===== config.mk =====
export PLATFORM = sky130hd
export DESIGN_NAME = hpti_div_cell
export DESIGN_NICKNAME = d
export VERILOG_FILES = /design/src/rtl/core/hpti_pkg.sv /design/src/rtl/core/hpti_div_cell.sv
export SDC_FILE = /design/constraint.sdc
export NUM_CORES = 1
export LEC_CHECK = 0
export ABC_AREA = 0
export BUFFER_PORTS_ARGS = -buffer_cell sky130_fd_sc_hd__buf_4
export CAP_MARGIN = 20
export CORE_AREA = 8 8 203 205
export CTS_CLUSTER_SIZE = 20
export DETAILED_ROUTE_END_ITERATION = 7
export DIE_AREA = 0 0 211 213
export PLACE_DENSITY = 0.63
export SLEW_MARGIN = 20
export SYNTH_ARGS = -nofsm -noshare
export SYNTH_HDL_FRONTEND = slang
export SYNTH_SLANG_ARGS = --single-unit

===== constraint.sdc =====
create_clock -name clk_i -period 1.14 [get_ports clk_i]
set_clock_uncertainty 0.05 [all_clocks]
set_input_delay 0.057 -clock clk_i [delete_from_list [all_inputs] [get_ports clk_i]]
set_output_delay 0.057 -clock clk_i [all_outputs]
set_load 0.05 [all_outputs]

===== src/rtl/core/hpti_pkg.sv =====
// ----------------------------------------------------------------------------
// hpti_pkg: shared types and constants for the Hilbert point-to-index block
// Register indexes, error codes, and the per-item bundle passed between cells.
// ----------------------------------------------------------------------------
`default_nettype none

package hpti_pkg;

  localparam int unsigned IdxBits   = 63;
  localparam int unsigned LevBits   = 5;
  localparam int unsigned RegIdxW   = 3;
  localparam int unsigned MaxLevCap = 21;

  localparam logic [RegIdxW-1:0] RegDimMode = 3'd0;
  localparam logic [RegIdxW-1:0] RegLevels  = 3'd1;
  localparam logic [RegIdxW-1:0] RegMinX    = 3'd2;
  localparam logic [RegIdxW-1:0] RegMaxX    = 3'd3;
  localparam logic [RegIdxW-1:0] RegMinY    = 3'd4;
  localparam logic [RegIdxW-1:0] RegMaxY    = 3'd5;
  localparam logic [RegIdxW-1:0] RegMinZ    = 3'd6;
  localparam logic [RegIdxW-1:0] RegMaxZ    = 3'd7;

  localparam logic [1:0] ErrNone   = 2'd0;
  localparam logic [1:0] ErrBounds = 2'd1;
  localparam logic [1:0] ErrRange  = 2'd2;

  // Settings that travel with each item.
  typedef struct packed {
    logic               three;
    logic [LevBits-1:0] lev;
  } hpti_mode_t;

endpackage : hpti_pkg

`default_nettype wire


===== src/rtl/core/hpti_div_cell.sv =====
// ----------------------------------------------------------------------------
// hpti_div_cell: one restoring-division step for three axes
// Produces one quotient bit per axis and hands the remainders on.
// ----------------------------------------------------------------------------
`default_nettype none

module hpti_div_cell
  import hpti_pkg::*;
#(
  parameter int unsigned CoordBits = 32,
  parameter int unsigned MaxLevels = 21
) (
  input  wire logic                   clk_i,
  input  wire logic                   rst_ni,
  input  wire logic                   en_i,
  input  wire logic                   vld_i,
  input  wire hpti_mode_t             mode_i,
  input  wire logic [1:0]             err_i,
  input  wire logic [2:0]             sat_i,
  input  wire logic [3*CoordBits-1:0] den_i,
  input  wire logic [3*CoordBits-1:0] rem_i,
  input  wire logic [3*MaxLevels-1:0] quo_i,
  output logic                        vld_o,
  output hpti_mode_t                  mode_o,
  output logic [1:0]                  err_o,
  output logic [2:0]                  sat_o,
  output logic [3*CoordBits-1:0]      den_o,
  output logic [3*CoordBits-1:0]      rem_o,
  output logic [3*MaxLevels-1:0]      quo_o
);

  logic [3*CoordBits-1:0] rem_d;
  logic [3*MaxLevels-1:0] quo_d;

  // remainder stays below the divisor, so 2r fits in CoordBits+1 bits
  always_comb begin
    logic [CoordBits:0] r2;
    logic [CoordBits:0] dd;
    rem_d = '0;
    quo_d = '0;
    for (int a = 0; a < 3; a++) begin
      r2 = {rem_i[a*CoordBits +: CoordBits], 1'b0};
      dd = {1'b0, den_i[a*CoordBits +: CoordBits]};
      if (r2 >= dd) begin
        rem_d[a*CoordBits +: CoordBits] = CoordBits'(r2 - dd);
        quo_d[a*MaxLevels +: MaxLevels] = {quo_i[a*MaxLevels +: MaxLevels-1], 1'b1};
      end else begin
        rem_d[a*CoordBits +: CoordBits] = r2[CoordBits-1:0];
        quo_d[a*MaxLevels +: MaxLevels] = {quo_i[a*MaxLevels +: MaxLevels-1], 1'b0};
      end
    end
  end

  always_ff @(posedge clk_i or negedge rst_ni) begin
    if (!rst_ni) begin
      vld_o <= 1'b0;
    end else if (en_i) begin
      vld_o <= vld_i;
    end
  end

  always_ff @(posedge clk_i) begin
    if (en_i) begin
      mode_o <= mode_i;
      err_o  <= err_i;
      sat_o  <= sat_i;
      den_o  <= den_i;
      rem_o  <= rem_d;
      quo_o  <= quo_d;
    end
  end

endmodule : hpti_div_cell

`default_nettype wire


* After elaboration in Yosys (flattened, before gate mapping)
Index checks and enable logic that the tools add are counted.
Widths: inputs -> output; s select.
** Storage, ports and cells
- Output and inout bits :: 267
- Word-level logic and storage cells :: 23
- Register bits :: 267
** Cells by class
- Muxes and demuxes :: 6
- Add/sub/neg operators :: 3
- $lt $le $gt $ge :: 3
** Operators with widths (count)
- $ge 33x32->1 :: 3
- $mux 32 :: 3
- $sub 32x32->32 :: 3
- $mux 1 :: 3

* Logic depth before layout (Yosys ltp)
- Depth in word-level cells :: 2
- Depth in mapped cells :: 14

* Worst setup path before layout
Ideal clock, no wire load.
- Path type :: input -> register
- From :: input port den_i[39]
- To :: register rem_o[60], data pin
- Slack :: -1.361 ns
- Buffers on the path :: 2
- Stages :: 12
- Library setup time :: 0.260 ns
- Arrival :: 2.191 ns
- Cell sequence :: inv_1 > ha_1 > buf_2 > nand4_1 > a2111oi_0 > o41ai_1 > a21oi_1 > o22ai_2 > o21ai_4 > a21o_2 > buf_6 > mux2_2
** Between the ends
- Cells in the longest elaborated chain, start to end :: 2
- Elaborated cells between the ends (all ways) :: 3
- Classes of those cells :: add/sub (1); order compare (1); mux (1)
** Ends and longest elaborated chain
- from (decl) :: RTL line hpti_div_cell.sv:20 : input wire logic [3*CoordBits-1:0] den_i,
- $sub 32x32->32 or $ge 33x32->1 (tied branches) :: RTL line hpti_div_cell.sv:45, hpti_div_cell.sv:44
- $mux 32 * :: RTL line hpti_div_cell.sv:44 : if (r2 >= dd) begin
- via rem_d[60] :: RTL line hpti_div_cell.sv:32 : logic [3*CoordBits-1:0] rem_d;
- to (signal assigned) :: RTL line hpti_div_cell.sv:68 : rem_o <= rem_d;
- to (decl) :: RTL line hpti_div_cell.sv:28 : output logic [3*CoordBits-1:0] rem_o,
Mark *: on every way through the listed nets, which the timed path passes. The rest lies on a longest branch.
A chain may end at the register's enable or synchronous reset.

* Final worst setup path
- From :: input port den_i[44]
- To :: register rem_o[39], data pin
** Between the ends
- Cells in the longest elaborated chain, start to end :: 2
** Ends and longest elaborated chain (RTL line)
- $ge 33x32->1 :: hpti_div_cell.sv:44
- $mux 32 :: hpti_div_cell.sv:44
- via rem_d[39] :: hpti_div_cell.sv:32
The timed path passes the listed nets, and every way through them passes these cells.

==> results.txt <==
The sequential element share of the synthesized area is 55.5%. The power density over cell area came out at 1340 nW/um2. The max-capacitance violation count came out at 0. The via count of the first global-routing pass came out at 16,200. The TritonCTS buffer count came out at 30. The routability congestion estimate from global placement came out at roughly 0.9. 537 I/O pins were placed. The area of all sequential standard cells is approximately 8000 um2. The flow ran to the end, but the final reports show violations. The growth of design area from synthesis to finish is 100%.

The final reports fail on hold timing, setup timing. The clock network latency to the later pin of the worst-skew pair came out at 0.58 ns. The tree is rooted in a clkbuf_16. The number of nets at the end of the flow is 2,878. The worst path setup slack after routing is -1.04 ns.

The critical path in this run is classified as input port to register. The average cell area after synthesis came out at 11.2 um2. The number of nets with antenna violations after detailed routing is 0. The data required time of the worst path came out at 1.41 ns.

The number of buffers inserted by port buffering is 533. The worst register-to-register path begins at vld_o. The half-perimeter wire length after detailed placement came out at between 40,000 and 50,000 um.

Setup repair after global routing could not meet its margin everywhere. The library cells used most frequently in the layout, excluding fill and tap cells, are buf_4, buf_6, dlygate4sd3_1. The initial antenna violation count is 6.

The clock transition at the register clock pins on the worst setup and hold paths after CTS is 0.06 ns. The count of flip-flops with a built-in enable after synthesis came out at 266. The kind of path behind the tightest hold check is input port to register. The wire length of the first global-routing pass is 90,700 um. The final core utilization is roughly three quarters. STA classifies the critical path endpoint as a register. The most common cell after layout, fill and taps aside is buf_4. The effective utilization at floorplan is 37.9%.

The launching instance or port of the critical path is den_i[44]. IR analysis of the VDD net gives a maximum drop of approximately 0.0013 V. No sink is reached through more buffers than the 3 on the longest clock path.

In this run the static leakage power is 12.9 nW. The total track usage is 25.6%. The post-route DRC violation count came out at 0. The share of layout cells above drive strength 1 is 50.1%.

The actual transition at the worst max-transition pin is roughly 0.5 ns. The count of mapped cells out of synthesis is 1,288. After routing the design area is 28,900 um2. The startpoint type of the worst setup path is an input port. The die covers between 40,000 and 50,000 um2. The final-layout fill cell count came out at 2,248.

The net count of the mapped netlist is 1,657. The level count of the clock H-tree is 1. The global-route congestion overflow total came out at 0. The worst relative slew slack came out at 65.7%. Wires add up to about 67,000 um. For this run, the detailed router's first-pass iteration total came to 5. The startpoint identified for the worst hold timing path is rem_i[36]. CTS saw 267 sinks.

Summing over every cut layer, the via total after detailed routing is 15,700. The signal arrival time at the worst endpoint came out at 2.45 ns. Counting flops and latches in the post-synthesis netlist gives roughly 270.

From bottom edge to top edge, the die measures 213 um. Final hold analysis gives a worst-case slack of -0.252 ns. The number of hold-slack violations in the final timing report came out at 1.

The fmax came out at 458 MHz. The distinct cell type count of the synthesized netlist came out at 73. The floorplan step defined a core boundary enclosing roughly 38,000 um2.

The count of warnings emitted by yosys is 0. The initial DRC count came out at 915. The area of combinational cells with multiple inputs came out at between 7000 and 8000 um2. The clock tree from TritonCTS is yes. The wire length per cell after detailed routing came out at 21.9 um. The standard cell area after detailed placement is between 20,000 and 25,000 um2. The async set or reset register ratio after synthesis is 0.375%. The post-route clock period utilization is 192%.

The die span in x is ~210 um. The synthesized netlist occupies a cell area of 14,400 um2. The floorplan has 72 rows. The predominant post-synthesis flop cell is edfxtp_1. The largest net degree at the start of global routing came out at 36. The mean number of vias per cell is 5.13. The final-report setup violation count came out at around 370. The worst path in the final design needs a cycle of approximately 2.2 ns, including I/O delays and setup. The max-slew violation count came out at 0.

Of all nets on the critical path, the largest fanout is 7.
## worst paths after layout
| check | to | depth (start not counted) | slack (ns) |
|---|---|---|---|
| worst max-delay path | rem_o[39] | 12 | -1.04 |
| worst min-delay path | rem_o[37] | 2 | -0.25 |
| worst max register to register | vld_o | 1 | 0.29 |
| worst min register to register | vld_o | 1 | 0.54 |
| max in group asynchronous | vld_o | 3 | 0.60 |
| min in group asynchronous | vld_o | 3 | 0.32 |
## Yosys cell counts (all sizes together) (2+ instances only)
cell | n | share of area (%)
a2111o | 3 | 0.23
a2111oi | 3 | 0.23
a211o | 5 | 0.30
a211oi | 10 | 0.55
a21boi | 5 | 0.29
a21o | 49 | 2.6
a21oi | 107 | 3.7
a221oi | 5 | 0.35
a31oi | 8 | 0.35
a41oi | 2 | 0.17
and2 | 7 | 0.30
and3 | 7 | 0.30
buf | 23 | 1.0
clkbuf | 15 | 0.39
edfxtp | 266 | 55
fa | 3 | 0.42
ha | 96 | 8.3
inv | 126 | 3.3
mux2 | 7 | 0.55
nand2 | 122 | 3.2
nand2b | 7 | 0.30
nand3 | 20 | 0.73
nand3b | 3 | 0.16
nand4 | 23 | 1.0
nor2 | 69 | 1.8
nor2b | 7 | 0.30
nor3 | 18 | 0.62
nor3b | 2 | 0.10
nor4 | 6 | 0.26
o211ai | 9 | 0.47
o21a | 7 | 0.36
o21ai | 109 | 3.9
o21bai | 14 | 0.73
o22ai | 4 | 0.22
o31a | 5 | 0.30
o31ai | 10 | 0.55
or2 | 9 | 0.39
or3 | 4 | 0.17
xnor2 | 37 | 2.2
xor2 | 38 | 2.3
## registers in the layout, summed over array words and instances, names as in the netlist
name and count:
err_o 2, sat_o 3, mode_o 6, quo_o 63, den_o 96, vld_o 1
rem_o 96
## logic make-up (layout without fill, tap and decap cells)
family          count (synthesis)  after routing  synth area share [%]
fa+ha+maj                      99             99                  8.73
buf+inv                       164           1408                  4.70
other cells                     0              4                     0
compound gates                368            368                  16.1
xor+xnor                       75             75                  4.55
flops                         267            267                  55.5
simple gates                  307            307                  9.78
mux                             8              8                 0.615
## worst max-delay path, cell delays in order
cell,delay [ns]
buf_4,0.09
inv_1,0.09
ha_4,0.30
nand2_1,0.14
a2111oi_4,0.36
o41ai_2,0.14
a21oi_1,0.22
o22ai_2,0.14
o21ai_4,0.22
a21o_4,0.22
buf_12,0.15
mux2_4,0.30
## metal layers
layer	global-route usage (%)	part of all wire (%)	vias to the layer above
li1	-	-	7191
met2	46.8	52	662
met4	10.6	4.3	4
met1	27.7	36	7639
met5	0	0.033	-
met3	7.15	7.7	184
## report_power, final
part           leakage [nW]  switching [mW]  internal, mW
clock                 0.448            4.22          5.06
combinational          9.85            9.14          7.48
sequential             2.61           0.598          12.2
total                  12.9            14.0          24.7
## per-stage QoR
| stage | setup TNS, ns | power (mW) | std cells | setup slack (ns) |
|---|---|---|---|---|
| after floorplan | -115.41 | 20.0 | 1288 | -1.30 |
| after global placement | -145.57 | 25.2 | 2658 | -1.69 |
| after detailed placement | -149.47 | 25.3 | 2658 | -1.71 |
| after CTS | -121.22 | 36.7 | 3021 | -0.938 |
| after global routing | -139.21 | 40.0 | 3054 | -1.10 |
| final | -121.85 | 38.7 | 3054 | -1.04 |
## area by class of cell
type	count	share of cell area (%)
multi-input cells	857	24.9
well taps	518	2.24
diodes	4	0.0346
flip-flops and latches	267	27.7
clock buffers	33	2.63
repair buffers	1227	40.2
clock inverters	22	0.571
inverters	126	1.75
## what timing repair did
action                                 CTS  global route
endpoints found under the hold margin  303             7
pin swaps                               47            75
gates resized for setup                236           407
setup endpoints to repair              366           366
gates cloned                            13             6
hold buffers                           264             9
setup buffers                           33            19
Power figures use the tool's default switching activity.
