==> src/rtl/core/hpti_pkg.sv <==
// ----------------------------------------------------------------------------
// hpti_pkg: shared types and constants for the Hilbert point-to-index block
// Register indexes, error codes, and the per-item bundle passed between cells.
// ----------------------------------------------------------------------------
`default_nettype none

package hpti_pkg;

  localparam int unsigned IdxBits   = 63;
  localparam int unsigned LevBits   = 5;
  localparam int unsigned RegIdxW   = 3;
  localparam int unsigned MaxLevCap = 21;

  localparam logic [RegIdxW-1:0] RegDimMode = 3'd0;
  localparam logic [RegIdxW-1:0] RegLevels  = 3'd1;
  localparam logic [RegIdxW-1:0] RegMinX    = 3'd2;
  localparam logic [RegIdxW-1:0] RegMaxX    = 3'd3;
  localparam logic [RegIdxW-1:0] RegMinY    = 3'd4;
  localparam logic [RegIdxW-1:0] RegMaxY    = 3'd5;
  localparam logic [RegIdxW-1:0] RegMinZ    = 3'd6;
  localparam logic [RegIdxW-1:0] RegMaxZ    = 3'd7;

  localparam logic [1:0] ErrNone   = 2'd0;
  localparam logic [1:0] ErrBounds = 2'd1;
  localparam logic [1:0] ErrRange  = 2'd2;

  // Settings that travel with each item.
  typedef struct packed {
    logic               three;
    logic [LevBits-1:0] lev;
  } hpti_mode_t;

endpackage : hpti_pkg

`default_nettype wire

==> src/rtl/core/hpti_curve_cell.sv <==
// ----------------------------------------------------------------------------
// hpti_curve_cell: one Hilbert refinement level
// Emits one digit and permutes/complements the remaining fraction bits.
// ----------------------------------------------------------------------------
`default_nettype none

module hpti_curve_cell
  import hpti_pkg::*;
#(
  parameter int unsigned MaxLevels = 21,
  parameter int unsigned Step      = 0
) (
  input  wire logic                 clk_i,
  input  wire logic                 rst_ni,
  input  wire logic                 en_i,
  input  wire logic                 vld_i,
  input  wire hpti_mode_t           mode_i,
  input  wire logic [1:0]           err_i,
  input  wire logic [MaxLevels-1:0] x_i,
  input  wire logic [MaxLevels-1:0] y_i,
  input  wire logic [MaxLevels-1:0] z_i,
  input  wire logic [IdxBits-1:0]   idx_i,
  output logic                      vld_o,
  output hpti_mode_t                mode_o,
  output logic [1:0]                err_o,
  output logic [MaxLevels-1:0]      x_o,
  output logic [MaxLevels-1:0]      y_o,
  output logic [MaxLevels-1:0]      z_o,
  output logic [IdxBits-1:0]        idx_o
);

  logic [MaxLevels-1:0] x_d, y_d, z_d;
  logic [IdxBits-1:0]   idx_d;

  // Fractions are left-aligned in MaxLevels bits; bits below lev stay zero
  // after shifting, and complement only touches the top lev bits.
  always_comb begin
    logic [MaxLevels-1:0] fm, sx, sy, sz, cx, cy, cz;
    logic                 bx, by, bz;
    logic [2:0]           dig;
    fm = '0;
    for (int k = 0; k < MaxLevels; k++) begin
      if (k >= MaxLevels - int'(mode_i.lev)) fm[k] = 1'b1;
    end
    bx = x_i[MaxLevels-1];
    by = y_i[MaxLevels-1];
    bz = z_i[MaxLevels-1];
    sx = (x_i << 1) & fm;
    sy = (y_i << 1) & fm;
    sz = (z_i << 1) & fm;
    cx = sx ^ fm;
    cy = sy ^ fm;
    cz = sz ^ fm;
    x_d = x_i; y_d = y_i; z_d = z_i; idx_d = idx_i; dig = 3'd0;
    if (vld_i && err_i == ErrNone && int'(mode_i.lev) > Step) begin
      if (!mode_i.three) begin
        case ({bx, by})
          2'b00:   begin dig = 3'd0; x_d = sy; y_d = sx; end
          2'b01:   begin dig = 3'd1; x_d = sx; y_d = sy; end
          2'b11:   begin dig = 3'd2; x_d = sx; y_d = sy; end
          default: begin dig = 3'd3; x_d = cy; y_d = cx; end
        endcase
        idx_d = {idx_i[IdxBits-3:0], dig[1:0]};
      end else begin
        case ({bz, bx, by})
          3'b000:  begin dig = 3'd0; x_d = sz; y_d = sx; z_d = sy; end
          3'b001:  begin dig = 3'd1; x_d = sy; y_d = sz; z_d = sx; end
          3'b011:  begin dig = 3'd2; x_d = sy; y_d = sz; z_d = sx; end
          3'b010:  begin dig = 3'd3; x_d = cx; y_d = cy; z_d = sz; end
          3'b110:  begin dig = 3'd4; x_d = cx; y_d = cy; z_d = sz; end
          3'b111:  begin dig = 3'd5; x_d = sy; y_d = cz; z_d = cx; end
          3'b100:  begin dig = 3'd7; x_d = cz; y_d = sx; z_d = cy; end
          default: begin dig = 3'd6; x_d = sy; y_d = cz; z_d = cx; end
        endcase
        idx_d = {idx_i[IdxBits-4:0], dig};
      end
    end
  end

  always_ff @(posedge clk_i or negedge rst_ni) begin
    if (!rst_ni) begin
      vld_o <= 1'b0;
    end else if (en_i) begin
      vld_o <= vld_i;
    end
  end

  always_ff @(posedge clk_i) begin
    if (en_i) begin
      mode_o <= mode_i;
      err_o  <= err_i;
      x_o    <= x_d;
      y_o    <= y_d;
      z_o    <= z_d;
      idx_o  <= idx_d;
    end
  end

endmodule : hpti_curve_cell

`default_nettype wire

==> config.mk <==
export PLATFORM = sky130hd
export DESIGN_NAME = hpti_curve_cell
export DESIGN_NICKNAME = d
export VERILOG_FILES = /design/src/rtl/core/hpti_pkg.sv /design/src/rtl/core/hpti_curve_cell.sv
export SDC_FILE = /design/constraint.sdc
export NUM_CORES = 1
export LEC_CHECK = 0
export ABC_AREA = 1
export BUFFER_PORTS_ARGS = -buffer_cell sky130_fd_sc_hd__buf_2
export CAP_MARGIN = 20
export CORE_MARGIN = 5
export CORE_UTILIZATION = 40
export CTS_CLUSTER_SIZE = 30
export DETAILED_ROUTE_END_ITERATION = 6
export REMOVE_ABC_BUFFERS = 1
export SYNTH_ARGS = -nofsm -noshare
export SYNTH_HDL_FRONTEND = slang
export SYNTH_SLANG_ARGS = --single-unit
==> constraint.sdc <==
create_clock -name clk_i -period 2.1 [get_ports clk_i]
set_clock_uncertainty 0.05 [all_clocks]
set_input_delay 0.21 -clock clk_i [delete_from_list [all_inputs] [get_ports clk_i]]
set_output_delay 0.21 -clock clk_i [all_outputs]
set_load 0.005 [all_outputs]
Word-level counts from Yosys, hierarchy flattened
Index checks and enable logic that the tools add are counted.
{ "totals": {"regBits": 135, "input_bits": 138, "out_inout_bits": 135} }
{ "op_classes": {"add_sub_neg": 1, "order_cmp": 22, "n_eq_ne": 8, "n_mux": 36, "n_bitwise": 6, "reduce_logical": 9} }
{ "ops": {"columns": ["op", "count"], "rows": [
  ["$ge A4 B32 Y1 const A", 8],
  ["$ge A5 B32 Y1 const A", 5],
  ["$ge A3 B32 Y1 const A", 4],
  ["$mux W21", 6],
  ["$mux W63", 2],
  ["$pmux W21 S3", 2],
  ["$pmux W21 S2", 2],
  ["$pmux W21 S4", 1],
  ["$ge A1 B32 Y1 const A", 2],
  ["$ge A2 B32 Y1 const A", 2],
  ["$and A21 B21 Y21", 3],
  ["$xor A21 B21 Y21", 3],
  ["$mux W1", 21],
  ["$pmux W3 S7", 1],
  ["$eq A3 B3 Y1 const B", 3],
  ["$reduce_or A2 Y1", 4],
  ["$eq A3 B2 Y1 const B", 2],
  ["$pmux W2 S3", 1],
  ["$sub A5 B5 Y6 const A", 1],
  ["$gt A5 B1 Y1 const B", 1],
  ["$logic_not A2 Y1", 2],
  ["$eq A3 B1 Y1 const B", 1],
  ["$logic_not A3 Y1", 1],
  ["$eq A2 B1 Y1 const B", 1],
  ["2 further kinds", 3]
]} }

Depth between registers and ports, before layout
{ "depth": {"depth_word": 8, "mapped_depth": 15, "depth_no_buf": 15} }

Worst setup path before layout
OpenSTA, ideal clock, no wires.
{ "synth_timing": {"kind": "in2reg", "from": "input y_i[20]", "to": "register x_o[4], data pin", "setup_ps": 259, "arrival_ps": 1823, "setup_slack_ps": -31, "cell_stages": 11, "path_buffers": 2, "path_cell_list": "inv_1 > ha_1 > buf_2 > clkinv_1 > nor2_2 > nor2_2 > inv_2 > buf_2 > o21ai_0 > o211ai_1 > nand2_1"} }
{ "synth_via": {"elab_chain_len": 5, "word_cells_on_any_way": 13, "classes_between": "eq/ne (5); mux (4); reduce/logical (4)"} }
{ "synth_lines": {"columns": ["element", "line_no", "rtl"], "rows": [
  ["from (decl)", "hpti_curve_cell.sv:20", "input wire logic [MaxLevels-1:0] y_i,"],
  ["$eq A3 B3 Y1, or another cell as far along", "hpti_curve_cell.sv:65", "case ({bz, bx, by})"],
  ["$reduce_or A2 Y1 (no line)", null, null],
  ["$pmux W21 S3 / $pmux W21 S2 (equally long branches)", "hpti_curve_cell.sv:65, hpti_curve_cell.sv:57", null],
  ["$mux W21 *", "hpti_curve_cell.sv:56", "if (!mode_i.three) begin"],
  ["$mux W21 *", "hpti_curve_cell.sv:55", "if (vld_i && err_i == ErrNone && int'(mode_i.lev) > Step) begin"],
  ["via x_d[4]", "hpti_curve_cell.sv:32", "logic [MaxLevels-1:0] x_d, y_d, z_d;"],
  ["to (signal assigned)", "hpti_curve_cell.sv:92", "x_o <= x_d;"],
  ["to (decl)", "hpti_curve_cell.sv:26", "output logic [MaxLevels-1:0] x_o,"]
]} }
Mark *: on every way through the listed nets, which the timed path passes. The rest lies on a longest branch.
A chain may end at the register's enable or synchronous reset.

Worst setup path in the final report
{ "layout_timing": {"from": "input mode_i[1] (netlist bit)", "to": "register z_o[19], data pin"} }
{ "layout_via": {"elab_chain_len": 8, "word_cells_on_any_way": 13, "classes_between": "add/sub (1); order compare (2); mux (4); bitwise (5); reduce/logical (1)"} }
{ "layout_lines": {"columns": ["element", "line_no", "rtl"], "rows": [
  ["from (decl)", "hpti_curve_cell.sv:17", "input wire hpti_mode_t mode_i,"],
  ["$sub A5 B5 Y6", "hpti_curve_cell.sv:43", "if (k >= MaxLevels - int'(mode_i.lev)) fm[k] = 1'b1;"],
  ["$ge A5 B32 Y1", "hpti_curve_cell.sv:43", null],
  ["$mux W1", "hpti_curve_cell.sv:43", null],
  ["$and A21 B21 Y21 (on tied branches)", "hpti_curve_cell.sv:48, hpti_curve_cell.sv:49", null],
  ["$xor A21 B21 Y21 (on tied branches)", "hpti_curve_cell.sv:51, hpti_curve_cell.sv:52", null],
  ["$pmux W21 S4", "hpti_curve_cell.sv:65", null],
  ["$mux W21", "hpti_curve_cell.sv:56", null],
  ["$mux W21 *", "hpti_curve_cell.sv:55", null],
  ["via z_d[19]", "hpti_curve_cell.sv:32", null],
  ["to (signal assigned)", "hpti_curve_cell.sv:94", "z_o <= z_d;"],
  ["to (decl)", "hpti_curve_cell.sv:28", "output logic [MaxLevels-1:0] z_o,"]
]} }
Marked as above.

==> metrics.txt <==
crit-path max FO 9; Synth Flop Type edfxtp_1; Chip Width 168 um; synth top area cells edfxtp_1 (40%), nand2_1 (13%), nand3_1 (8.1%), nor2_1 (8.1%), o21ai_0 (5.6%); Placed Area 12800 um2; Initial Utilization 40.9%; Async SR Flop Fraction 0.741%; xor and xnor area share after synthesis 0%; CP cell instances buf_2 -> inv_1 -> ha_1 -> buf_4 -> nand3_2 -> buf_4 -> nand2_4 -> nand2_1 -> nor2_1 -> nor3_1 -> nand2_1 -> nand3_1 -> o21ai_0; grt ovf 0; mux contribution to synthesized area 0.113%; drt wl/cell 18.9 um; die height 168 um; HP Start mode_i[0]; Post-Synthesis Cells 1439; post-CTS setup buffer count 0; Worst setup EP type flip-flop; Hold Fails Final Rpt 0; CP arrival 2.02 ns; HP Class in2reg; compound-gate portion of the synthesized area 17.4%; Reg clk slew, reported paths 0.07 ns; CTS Buf Count 17; layout cells sized above 1 27.4%; ratio of total power to cell area 622 nW/um2; hold depth 1; Antenna Cells 0; area leader, netlist edfxtp_1; non-filler cells in the finished layout 2141; drt total wl 40400 um; CP startpoint kind input pin; fillers 2384; Crit Path Class in2reg; largest family of logic cells by synthesized area simple AND/OR/NAND/NOR gates; clk_lat worst skew 0.42 ns; Synth Area in Simple Gates 32.7%; largest net degree at the start of global routing 45; Adder-Cell Fraction of Synth Area 1.20%; Tmin final 1.90 ns; CP Buf/Inv Count 4; Slew headroom 67.4%; Core Region 24500 um2; Pleak 0.00625 uW; cell area after layout 13500 um2; DR pass1 iterations 6; DP Worst Slack -0.276 ns; Final ANT Viol Nets 0; origin of the critical flop-to-flop path vld_o; Die Area 28300 um2; Post-Place Cells 2101; syn_area_per_cell 6.95 um2; VDD IR-drop max 0.000460 V; GRT Total Usage 27.6%; Area Growth Syn to Fin 34.6%; HPWL Detailed 29400 um; post-synthesis cell type count 46; drt via density 5.56; CTS tree yes; CP startpoint mode_i[1]; Post-synth EDFFs 134; hold endpoint mode_o[0]; # Max-Cap Violations 0; final setup slack of the worst path 0.199 ns; Seq/Total Area, Yosys 40.5%; Root Buffer clkbuf_16; vias in the first global route 11.4k; flop and latch count out of synthesis 135; Iter 0 DRT Violations 1450; Post-Syn Area 10000 um2; Slowest-stage cell, CP ha_1; CP peak stage delay 0.37 ns; setup slack, reg-to-reg 1.31 ns; most frequent cells in the layout nand2_1 (357), buf_2 (271), nor2_1 (212); DRC viols 0; first-pass GRT wire length 62000 um; GP Congestion 0.951; area share of the leading cell type in the synthesized netlist 40.2%; H-tree level count 4; worst endpoint required time 2.22 ns; YS warnings 0; # port buffers 272; CP top delay family simple AND/OR/NAND/NOR gates; CTS Sinks 135; reg-to-reg critical path endpoint vld_o; vias 11.9k; status finished, final reports clean; final slew viol count 0; Least-Margin Pin Slew 0.490 ns; RSZ-0062 raised after global routing no; commonest non-fill, non-tap cell in the layout nand2_1; initial antenna violation count 2; Max Fclk 526 MHz; Site Rows 57; Nets 1951; Top Ports 273; clk buf depth 2; Worst R2R Path Depth 1; final setup vio count 0; Final Cycle Share 90.5%
==> state kept, by name, indices dropped and copies added, names as in the netlist <==
name,flops
y_o,21
mode_o,6
idx_o,63
err_o,2
z_o,21
x_o,21
vld_o,1
==> worst max path at each step <==
stage	to	slack (ns)	cells past startpoint
after detailed placement	x_o[17]	-0.28	14
after global placement	x_o[17]	-0.23	14
after floorplan	x_o[2]	-2.15	6
after CTS	x_o[17]	0.16	14
after global routing	x_o[14]	0.007	14
final	z_o[19]	0.20	13
==> power by group <==
part,switching [uW],internal (uW)
registers,64.2,3250
clock network,1390,1560
logic,1270,839
==> logic make-up after synthesis <==
logic type,Yosys count
DFF,135
AOI/OAI and AO/OA,305
buffers and inverters,207
and+or+nand+nor,782
adders and majority gates,9
muxes,1
==> cell type report <==
cell class | count | area [um2] | area share [%]
Tap cell | 324 | 405 | 3.01
Sequential cell | 135 | 4050 | 30.1
Inverter | 121 | 454 | 3.37
Multi-Input combinational cell | 1097 | 5160 | 38.3
Clock buffer | 17 | 425 | 3.16
Clock inverter | 15 | 131 | 0.976
Timing Repair Buffer | 432 | 2840 | 21.1
==> Yosys cell counts (5+ instances only) <==
master and instances:
nand2_1 358, nor2_1 215, nand3_1 162, edfxtp_1 134, o21ai_0 112, inv_1 110, a21oi_1 83, clkbuf_1 66
o22ai_1 65, nor3_1 17, o211ai_1 12, buf_2 9, nand2_2 9, ha_1 8, inv_2 7, buf_1 6
nor2_2 6, o21ai_1 6, o31ai_1 6, a221oi_1 5
==> per-stage QoR <==
stage | total power (uW) | hold WS, ns | TNS, ns | util, %
after floorplan | 4260 | -0.136 | -191.78 | -
after global placement | 5440 | -0.0653 | -5.39 | 52.4
after detailed placement | 5450 | -0.0633 | -6.30 | 52.4
after CTS | 8410 | 0.0229 | 0 | 55.0
after global routing | 8750 | 0.0236 | 0 | 55.0
final | 8370 | 0.0276 | 0 | 55.0
==> what timing repair did <==
item,4_1_cts,5_1_grt
hold buffers,8,0
hold endpoints to repair,8,0
setup endpoints to repair,0,3
resized for setup,0,2
==> routing by layer <==
metal | GRT usage, % | share of wire [%] | vias up
met5 | 0 | 0.077 | -
met3 | 5.74 | 10 | 107
met2 | 46.3 | 46 | 716
li1 | - | - | 5649
met1 | 35.1 | 40 | 5418
met4 | 10.5 | 3.6 | 4
Note: power is estimated with default switching activity, not from simulation.
